### config.mk
export PLATFORM = sky130hd
export DESIGN_NAME = rbbr_ctrl
export DESIGN_NICKNAME = d
export VERILOG_FILES = /design/src/hw/rtl/rbbr_pkg.sv /design/src/hw/rtl/rbbr_ctrl.sv
export SDC_FILE = /design/constraint.sdc
export NUM_CORES = 1
export LEC_CHECK = 0
export BUFFER_PORTS_ARGS = -buffer_cell sky130_fd_sc_hd__buf_2
export CAP_MARGIN = 5
export CORE_AREA = 2 2 39 41
export CTS_CLUSTER_SIZE = 30
export DETAILED_ROUTE_END_ITERATION = 8
export DIE_AREA = 0 0 41 43
export PLACE_DENSITY = 0.62
export SYNTH_ARGS = -nofsm -noshare
export SYNTH_HDL_FRONTEND = slang
export SYNTH_SLANG_ARGS = --single-unit
### constraint.sdc
create_clock -name clk_i -period 1.4 [get_ports clk_i]
set_input_delay 0.07 -clock clk_i [delete_from_list [all_inputs] [get_ports clk_i]]
set_output_delay 0.07 -clock clk_i [all_outputs]
set_load 0.005 [all_outputs]
### src/hw/rtl/rbbr_pkg.sv
// Shared constants, codes and controller/datapath interface types of the ring buffer bit reader.
package rbbr_pkg;

  localparam int unsigned BufferDepthDefault = 4096;
  localparam int unsigned IndexSpan          = 4096;

  localparam int unsigned IndexW  = 12;
  localparam int unsigned ByteW   = 8;
  localparam int unsigned NbitsW  = 5;
  localparam int unsigned OffsetW = 16;
  localparam int unsigned ValueW  = 24;
  localparam int unsigned CountW  = 21;
  localparam int unsigned SizeW   = 13;
  localparam int unsigned BitPosW = 3;

  localparam logic [SizeW-1:0]  SizeReset = SizeW'(4096);
  localparam logic [NbitsW-1:0] ReadLimit = NbitsW'(25);

  typedef enum logic [1:0] {
    OP_LOAD    = 2'd0,
    OP_RESTART = 2'd1,
    OP_READ    = 2'd2,
    OP_WIND    = 2'd3
  } op_e;

  typedef struct packed {
    logic latch;
    logic load;
    logic restart;
    logic rd_init;
    logic rd_shift;
    logic wind_init;
    logic wind_step;
    logic wind_fix;
  } rbbr_cmd_t;

  typedef struct packed {
    op_e  op;
    logic rd_skip;
    logic wind_zero;
    logic pos_neg;
    logic step_last;
  } rbbr_sts_t;

endpackage

### src/hw/rtl/rbbr_ctrl.sv
// Controller state machine of the ring buffer bit reader.
module rbbr_ctrl
  import rbbr_pkg::*;
(
  input  logic      clk_i,
  input  logic      rst_ni,
  input  logic      start_i,
  input  rbbr_sts_t sts_i,
  output rbbr_cmd_t cmd_o,
  output logic      busy_o,
  output logic      done_o
);

  typedef enum logic [5:0] {
    ST_IDLE     = 6'b000001,
    ST_DISPATCH = 6'b000010,
    ST_RD_SHIFT = 6'b000100,
    ST_W_STEP   = 6'b001000,
    ST_W_FIX    = 6'b010000,
    ST_DONE     = 6'b100000
  } state_e;

  state_e    state_q, state_d;
  rbbr_cmd_t cmd;

  always_comb begin
    state_d = state_q;
    cmd     = '0;
    unique case (state_q)
      ST_IDLE, ST_DONE: begin
        if (start_i) begin
          cmd.latch = 1'b1;
          state_d   = ST_DISPATCH;
        end else begin
          state_d = ST_IDLE;
        end
      end
      ST_DISPATCH: begin
        unique case (sts_i.op)
          OP_LOAD: begin
            cmd.load = 1'b1;
            state_d  = ST_DONE;
          end
          OP_RESTART: begin
            cmd.restart = 1'b1;
            state_d     = ST_DONE;
          end
          OP_READ: begin
            if (sts_i.rd_skip) begin
              state_d = ST_DONE;
            end else begin
              cmd.rd_init = 1'b1;
              state_d     = ST_RD_SHIFT;
            end
          end
          OP_WIND: begin
            if (sts_i.wind_zero) begin
              state_d = ST_DONE;
            end else begin
              cmd.wind_init = 1'b1;
              state_d       = ST_W_STEP;
            end
          end
          default: state_d = ST_DONE;
        endcase
      end
      ST_RD_SHIFT: begin
        cmd.rd_shift = 1'b1;
        if (!sts_i.pos_neg) begin
          state_d = ST_DONE;
        end
      end
      ST_W_STEP: begin
        cmd.wind_step = 1'b1;
        if (sts_i.step_last) begin
          state_d = ST_W_FIX;
        end
      end
      ST_W_FIX: begin
        cmd.wind_fix = 1'b1;
        state_d      = ST_DONE;
      end
      default: state_d = ST_IDLE;
    endcase
  end

  always_ff @(posedge clk_i or negedge rst_ni) begin
    if (!rst_ni) begin
      state_q <= ST_IDLE;
    end else begin
      state_q <= state_d;
    end
  end

  assign cmd_o  = cmd;
  assign busy_o = !((state_q == ST_IDLE) || (state_q == ST_DONE));
  assign done_o = (state_q == ST_DONE);

endmodule

### Word-level counts from Yosys, hierarchy flattened

Index checks and enable logic that the tools add are counted.

* register bits: 6
* bits in latches: 0
* bits in writable memories: 0
* ROM bits: 0
* output and inout port bits: 10
* word-level logic and storage cells: 38
* memories: 0

* add/sub/neg operators: 0
* multiply operators: 0
* div/mod/pow operators: 0
* order comparisons: 0
* equal/unequal tests: 11
* shift operators: 0
* mux-type cells: 20
* bitwise gates (word level): 0
* reductions and logical operators: 6

Operators by type and width (count)
* one-hot mux 6 bit (5 select lines): 1
* two-way mux 6 bit: 4
* one-hot mux 6 bit (3 select lines): 1
* two-way mux 1 bit: 12
* equality test 6 x 1 -> 1 bit (second input constant): 1
* equality test 6 x 2 -> 1 bit (second input constant): 1
* equality test 6 x 3 -> 1 bit (second input constant): 1
* equality test 6 x 4 -> 1 bit (second input constant): 1
* equality test 6 x 5 -> 1 bit (second input constant): 1
* equality test 6 bit (second input constant): 1
* equality test 2 bit (second input constant): 2
* inequality test 2 bit (second input constant): 2
* OR reduction 2 bit: 2
* two-way mux 3 bit: 1
* equality test 2 x 1 -> 1 bit (second input constant): 1
* zero test 2 bit: 1
* two-way mux 2 bit: 1
* AND reduction 2 bit: 1
* zero test 1 bit: 1
* logical OR 1 bit: 1

### Logic depth before layout (Yosys ltp)

Gate-level depths: netlist (run 1).

* word-level depth: 4
* gate-level depth with buffers: 5
* mapped depth without buffers: 4

### Worst setup path before layout (run 1)

No wires, ideal clock.

* kind: flip-flop to flip-flop
* start: register state_q[4]
* end: register state_q[2]
* library setup time: 0.095 ns
* arrival time: 1.321 ns
* data required time: 1.305 ns
* setup slack: -0.016 ns
* stages on the path, launching flop included: 5
* cell sequence: dfrtp_1 -> or4_4 -> nor3b_4 -> nand2_1 -> o31ai_1

* longest elaborated chain between the ends: 3
* elaborated cells on any way between the ends: 11

Ends and longest elaborated chain
* start: declaration: RTL line rbbr_ctrl.sv:23 `state_e state_q, state_d;`
* start signal: assignment: RTL line rbbr_ctrl.sv:91 `state_q <= state_d;`
* equality test 6 bit, or another cell as far along: RTL line rbbr_ctrl.sv:29 `unique case (state_q)`
* OR reduction 2 bit / inequality test 2 bit (equally long branches)
* one-hot mux 6 bit (5 select lines) / AND reduction 2 bit (equally long branches)

Parallel ways exist; a longest one is shown, timed or not.
A chain may end at the register's enable or synchronous reset.

==> flow_results.org, run 1 <==
** Layout
- The largest registers in the layout are state_q x6.
- 0 antenna diodes ended up in the layout.
- Of the cells placed in the final design, the portion with a size suffix greater than 1 is 0.646.
- Compared with the post-synthesis result, the final layout area differs by 83.8%.
- The register with the most flip-flops in the layout has 6 of them.
- The finished cells cover 779 µm².
- Finished Layout Cells :: 98
- Leading cell type in the layout, fill and taps excluded :: sky130_fd_sc_hd__buf_2
- Register ranked first by flip-flop count :: state_q
- In the layout the commonest cells are 18 x sky130_fd_sc_hd__buf_2, 9 x sky130_fd_sc_hd__buf_4, 5 x sky130_fd_sc_hd__nor2_1, 5 x sky130_fd_sc_hd__dfrtp_1, 4 x sky130_fd_sc_hd__a21oi_1.
- Net count reported at finish :: 92

** CTS
- Counting the buffers created by CTS gives 3.
- Clock-pin slew was measured on the worst setup and hold paths at 60 ps.
- TritonCTS built the clock tree.
- CTS H-Tree Depth :: 1
- Clock latency at the later pin of the worst-skew pair :: 260 ps
- For this design, the sink count on the clock tree is 6.
- CTS Root Buffer Type :: sky130_fd_sc_hd__clkbuf_4
- Worst-case clock buffer depth :: 2

** Global routing
- The first global-routing pass estimated 1.71 mm of wire.
- Most crowded layer after global routing :: met2
- For this run, the total global-route usage over all layers was measured as 0.149.
- For met3 alone, demand over resource in global routing was 0.0314.
- Initial antenna violation count :: 0
- For this run, global-route usage on met1 was measured as 0.173.
- Met2 demand-to-capacity share in global routing :: 0.222
- Entering global routing, the biggest net connects 8 pins.
- Overflow left after global routing :: 0
- The number of global-route vias before repair is 446.

** Critical path
- Measured in cells, the most critical reg-to-reg path has a length of 5.
- Internal reg-to-reg setup slack :: -50 ps
- Required time at the worst-slack endpoint :: 1330 ps
- Reg2Reg Capture Point :: state_q[2]
- In this run the critical register-to-register path is launched from state_q[1].
- Capturing element type of the critical path :: output port
- By startpoint and endpoint, the worst setup path is classified as flip-flop to output port.
- In this run the worst path has a maximum fanout of 3.
- The worst setup path is launched from a flip-flop.
- STA puts the critical path data arrival time at 1520 ps.

** Synth
- Counting every instance in the synthesized netlist gives 50.
- The cell area that synthesis handed to floorplanning was 424 µm².
- Distinct cell type count of the synthesized netlist :: 26
- Share of flip-flops with an asynchronous set or reset after synthesis :: 1.00
- Compound-cell area share of the yosys netlist :: 0.127
- Counting flops and latches in the post-synthesis netlist gives 6.
- EDFF count, synth :: 0
- Share of synthesized cell area in full adder, half adder and majority cells :: 0
- Mapped Nets :: 59
- Of the total synthesized cell area, the portion taken by AND, OR, NAND and NOR gates is 0.383.
- Of the post-synthesis cell area, the part taken by muxes is 0.0236.
- Among all flip-flop cells after synthesis, the most frequent one is sky130_fd_sc_hd__dfrtp_1.
- Synth warnings :: 0
- Xor and xnor area share after synthesis :: 0.0619
- By area, the combinational part of the netlist is dominated by simple AND/OR/NAND/NOR gates.
- The share of the Yosys chip area taken by registers is 0.357.
- In this run the mean area of a mapped cell was 8.48 µm².

** STA
- Final worst clock skew :: 14.3 ps
- Endpoints failing setup :: 11
- Setup slack on the critical path of the routed design comes to -194 ps.
- For the pin with the worst max-slew slack, the measured transition is 400 ps.
- Dividing the final minimum period by the clock period gives 1.14.
- For this run, the top clock speed supported by timing is 627 MHz.
- Minimum period implied by the final worst setup slack :: 1590 ps
- Final hold violation count :: 0
- Headroom to the max-slew limit came out at 0.730.
- The count of pins over their slew limit is 0.
- Setup repair after global routing could not meet its margin everywhere.
- For the final routed database, the setup TNS stands at -950 ps.

** Placement
- Number of buffer cells added on primary ports :: 18
- Detailed placement finished with a half-perimeter wire length of 816 µm.
- Placed cell area :: 563 µm²
- Counting tap cells, the placed design contains a total of 88 instances.
- OpenSTA, run right after detailed placement, puts the worst setup slack at 3.32 ps.
- Gp weighted congestion :: 0.685

** Detailed routing
- The detailed router finished its first iteration with 9 violations.
- The first detailed-routing pass ran for 4 iterations.
- After detailed routing, the number of remaining DRC violations is 0.
- Once detail routing completed, the nets flagged for antenna violations numbered 0.
- The final layout contains routed wiring with a total length of 1.35 mm.
- Average routed wire per standard cell :: 13.8 µm
- Via count normalized by instance count :: 5.10
- Vias post-DR :: 500

** Die
- Chip width :: 41 µm
- Ports :: 19
- After floorplanning, the core was divided into 14 placement rows.
- The floorplan step set the die height to 43 µm.
- The initial utilization of the core area, before any placement, comes to 0.307.
- The die covers 0.00176 mm².
- After floorplanning, the core was sized to cover 0.00138 mm².

** Job
- The tool flagged a number of max-cap violations equal to 0.

** Power and ir drop
- After layout, the design draws a total of 1.09 mW.
- Dividing total power by cell area gives a power density of 1390 mW/mm².
- Summed over all cells, the static leakage comes to 0.357 nW.
- VDD sags by at most 0.794 mV.

** Worst hold path
- The tightest min-delay check is of the input pin to flip-flop type.
- In this run the most critical hold path is launched from sts_i[3].
- Hold worst-path end :: state_q[2]
- The worst hold path was traced through 2 stages.

** Status
- Failing checks :: setup timing
- Run status :: finished, violations left
-- cell type report --
class | count | area, µm²
inverters | 1 | 3.75
clock buffers | 4 | 26.3
well taps | 16 | 20.0
repair buffers | 30 | 199
multi-input cells | 41 | 379
flip-flops and latches | 6 | 151
fillers | 136 | 604
-- where the power goes --
part / switching [mW] / leakage (nW) / internal [mW]
Clock: 0.0775 / 0.0150 / 0.109
Combinational: 0.310 / 0.263 / 0.342
Sequential: 0.0302 / 0.0790 / 0.217
Total: 0.418 / 0.357 / 0.668
-- routing by layer --
layer / vias up / part of all wire
met5: - / 0
met4: 0 / 0.021
met2: 10 / 0.56
met3: 4 / 0.039
li1: 241 / -
met1: 245 / 0.38
-- synth_stat cells (all sizes together), types with 2 or more instances --
cell type | number | area, µm²
a21oi | 4 | 20.0
and3 | 2 | 13.8
dfrtp | 5 | 125
nand2 | 5 | 18.8
nand2b | 2 | 12.5
nor2 | 9 | 33.8
nor3 | 4 | 20.0
nor3b | 2 | 26.3
xnor2 | 2 | 17.5
-- worst max path at each step --
stage                    start          to  slack [ps]  depth (start not counted)
finish              state_q[1]    cmd_o[3]        -190                          3
floorplan           state_q[5]  state_q[2]          10                          4
global placement    state_q[5]  state_q[2]          50                          4
global route        state_q[5]    cmd_o[4]        -240                          6
detailed placement  state_q[5]  state_q[3]           3                          2
CTS                 state_q[1]    cmd_o[3]        -210                          3
-- what timing repair did --
item | in CTS | in global routing
setup endpoints to repair | 8 | 15
pin swaps | 3 | 4
gates resized for setup | 5 | 20
hold buffers | 1 | 0
endpoints found under the hold margin | 6 | 0
buffers inserted | 2 | 3
-- worst max-delay path: stages, from the launching register on --
cell and delay [ps]:
sky130_fd_sc_hd__dfrtp_1 370, sky130_fd_sc_hd__or4_4 580, sky130_fd_sc_hd__nor3b_4 200, sky130_fd_sc_hd__buf_2 140
-- kinds of logic (layout without fill, tap and decap cells) --
kind of cell	count (synthesis)	after routing
AO/OA/AOI/OAI	8	8
flip-flops	6	6
multiplexers	1	1
AND/OR/NAND/NOR	29	29
XOR/XNOR	3	3
buffers and inverters	3	35
-- stage by stage --
stage / hold WS, ps / utilization
after global placement: -101 / 0.407
after detailed placement: -100 / 0.407
after global routing: 49.9 / 0.563
after floorplan: -226 / -
after CTS: 8.08 / 0.461
final: 36.5 / 0.563
Power figures use the tool's default switching activity.
==> run 2: changes to the inputs <==
--- a/config.mk
+++ b/config.mk
@@ -8,10 +8,11 @@
 export BUFFER_PORTS_ARGS = -buffer_cell sky130_fd_sc_hd__buf_2
 export CAP_MARGIN = 5
 export CORE_AREA = 2 2 39 41
+export CTS_BUF_LIST = sky130_fd_sc_hd__clkbuf_4 sky130_fd_sc_hd__clkbuf_8 sky130_fd_sc_hd__clkbuf_16
 export CTS_CLUSTER_SIZE = 30
 export DETAILED_ROUTE_END_ITERATION = 8
 export DIE_AREA = 0 0 41 43
-export PLACE_DENSITY = 0.62
+export PLACE_DENSITY = 0.6
 export SYNTH_ARGS = -nofsm -noshare
 export SYNTH_HDL_FRONTEND = slang
 export SYNTH_SLANG_ARGS = --single-unit
==> constraint.sdc (replaced) <==
create_clock -name clk_i -period 1.8 [get_ports clk_i]
set_input_delay 0.09 -clock clk_i [delete_from_list [all_inputs] [get_ports clk_i]]
set_output_delay 0.09 -clock clk_i [all_outputs]
set_load 0.005 [all_outputs]
==> run 2 against run 1 <==
Compared with the run above: the run now ends clean; wire length fell by 30%; worst setup slack gained 280 ps; first-iteration DRC count down 67%; core utilization fell by 14 points; clock power down 18%; via count down 12%; die area stayed put; register-to-register slack improved by 400 ps; global-route usage is 2.7 points lower.
==> flow_results.org, run 2 (synthesis results as in run 1) <==
** Die
- Die area :: 0.00176 mm²
- Chip width :: 41 µm
- For this configuration, the core starts out at a cell density of 0.307.
- After floorplanning, the core was sized to cover 0.00138 mm².
- After floorplanning, the core was divided into 14 placement rows.
- Vert. Die Dim :: 43 µm
- 19 I/O pins were placed.

** Global routing
- In the global route stage, overall resource usage came out at 0.122.
- Number of global-route vias before repair :: 381
- The total overflow left after global routing is 0.
- Wire length of the first global-routing pass :: 1.47 mm
- Entering global routing, the biggest net connects 9 pins.
- The initial antenna violation count is 0.

** STA
- After routing, the total negative slack on setup checks comes to 0 ps.
- Setup violations remaining at the end of the flow were counted as 0.
- Normalized max-slew margin :: 0.791
- Post-route clock period utilization :: 0.953
- Setup repair after global routing missed its margin :: false
- Timing-limited maximum frequency :: 583 MHz
- Final Max Slew Viols :: 0
- At the pin with the least slew margin, the transition time is 313 ps.
- Final worst clock skew :: 1.39 ps
- Final hold violation count :: 0
- Minimum period implied by the final worst setup slack :: 1710 ps

** Layout
- Number of inserted diodes :: 0
- In the final design database the tool counted 83 nets.
- Share of post-route cells with drive strength above 1 :: 0.425
- More flip-flops sit in one register than any other, and that register is state_q.
- After filler insertion, the fill cell instance count of the layout stands at 139.
- Largest register FFs :: 6
- Leaving out fill and tap cells, the most frequent cell in the layout is sky130_fd_sc_hd__buf_2.
- Growth of design area from synthesis to finish :: 38.3%
- In the layout the commonest cells are 18 x sky130_fd_sc_hd__buf_2, 9 x sky130_fd_sc_hd__nor2_1, 5 x sky130_fd_sc_hd__nand2_1.
- Leading registers by flop count :: state_q x6

** Power and ir drop
- Of the total power, combinational logic draws 0.372.
- Areal power density over the cells :: 998 mW/mm²
- In this run the static leakage power is 0.284 nW.
- Share of total power in sequential cells :: 0.368
- Internal power comes to 0.375 mW.
- Of the total power, the share spent switching nets is 0.361.
- The completed layout was analyzed and its total power is 0.586 mW.
- In this run the power spent charging and discharging nets is 0.211 mW.
- Maximum vdd drop :: 0.825 mV
- The share of total power dissipated in the clock network is 0.260.

** Detailed routing
- For this block, the initial DRC count from the detailed router was 3.
- Average routed wire per standard cell :: 10.6 µm
- Via count normalized by instance count :: 4.97
- Post-route DRC violation count :: 0
- Vias post-DR :: 442
- Sum of routed wire length over all layers :: 947 µm
- Detailed-routing iteration count for the pre-antenna-repair pass :: 4
- Once detail routing completed, the nets flagged for antenna violations numbered 0.

** CTS
- Total number of clock tree sinks :: 6
- After clock tree synthesis, the clock-pin slew on the worst setup and hold paths is 50 ps.
- TritonCTS created 3 clock buffers.
- Clock latency at the later pin of the worst-skew pair :: 250 ps
- Worst-case clock buffer depth :: 2
- CTS placed an instance of sky130_fd_sc_hd__clkbuf_4 at the clock tree root.
- TritonCTS built the clock tree.
- CTS built an H-tree with a depth of 1.

** Job
- Reported max-cap violation count :: 0

** Critical path
- STA classifies the critical path startpoint as a flip-flop.
- Worst setup path class :: flip-flop to output port
- In this run the worst path has a maximum fanout of 5.
- Capturing element type of the critical path :: output port
- Data on the critical path arrives at its endpoint at 1620 ps.
- Data on the critical path is required at its endpoint by 1710 ps.

** Placement
- Number of buffer cells added on primary ports :: 18
- Detailed Place HPWL :: 719 µm
- Routability-driven placement finished with a final weighted congestion of 0.749.

** Worst hold path
- In this run the worst hold path is classified as input pin to flip-flop.

** Status
- The flow ran to the end, and the final reports show no timing, DRC or antenna violations.
[run 2: cell count changes in the layout (fill, tap and decap cells not counted), sizes merged]
cell / delta
buf: -9
[run 2: per-stage QoR]
step | hold slack (ps) | util | cell area (µm²) | setup WS, ps | std cells
2_1_floorplan | -206 | - | 424 | 384 | 50
3_3_place_gp | -84.2 | 0.374 | 518 | 295 | 82
3_5_place_dp | -82.5 | 0.374 | 518 | 249 | 82
4_1_cts | 44.7 | 0.407 | 563 | 41.7 | 87
5_1_grt | 60.7 | 0.424 | 587 | 11.3 | 89
6_report | 54.3 | 0.424 | 587 | 85.2 | 89
[run 2: area by class of cell]
class,count,area (µm²),share of cell area
Multi-Input combinational cell,41,264,0.450
Sequential cell,6,154,0.262
Clock buffer,4,30.0,0.0512
Timing Repair Buffer,21,115,0.196
Inverter,1,3.75,0.00640
Tap cell,16,20.0,0.0341
[run 2: final timing paths]
kind,startpoint,end,slack (ps),depth (start not counted)
max,state_q[5],cmd_o[1],90,3
min,sts_i[3],state_q[2],50,2
max reg2reg,state_q[5],state_q[2],350,4
min reg2reg,state_q[4],state_q[1],650,3
max in group asynchronous,rst_ni,state_q[0],1390,2
min in group asynchronous,rst_ni,state_q[4],200,2
[run 2: routing by layer]
layer	global-route usage	part of all wire	up-vias
met2	0.188	0.46	14
met3	0.0471	0.067	2
met5	0	0	-
met4	0.0600	0.012	0
li1	-	-	224
met1	0.141	0.46	202
[run 2: power groups by stage]
| stage | sequential (mW) | combinational [mW] | clock [mW] |
|---|---|---|---|
| after CTS | 0.213 | 0.218 | 0.159 |
| after global routing | 0.221 | 0.245 | 0.167 |
| final | 0.215 | 0.218 | 0.152 |
| after floorplan | 0.189 | 0.177 | 0 |
| after detailed placement | 0.215 | 0.215 | 0 |
| after global placement | 0.213 | 0.221 | 0 |
[run 2: critical path: stages (launching register included)]
cell and delay, ps:
sky130_fd_sc_hd__dfrtp_1 420, sky130_fd_sc_hd__or4_4 600, sky130_fd_sc_hd__nor2_1 210, sky130_fd_sc_hd__buf_2 150
[run 2: repair_timing]
item	CTS	global route
hold buffers	1	0
hold endpoints to repair	6	0
gates resized for setup	1	3
endpoints found under the setup margin	1	3
buffers inserted	0	2
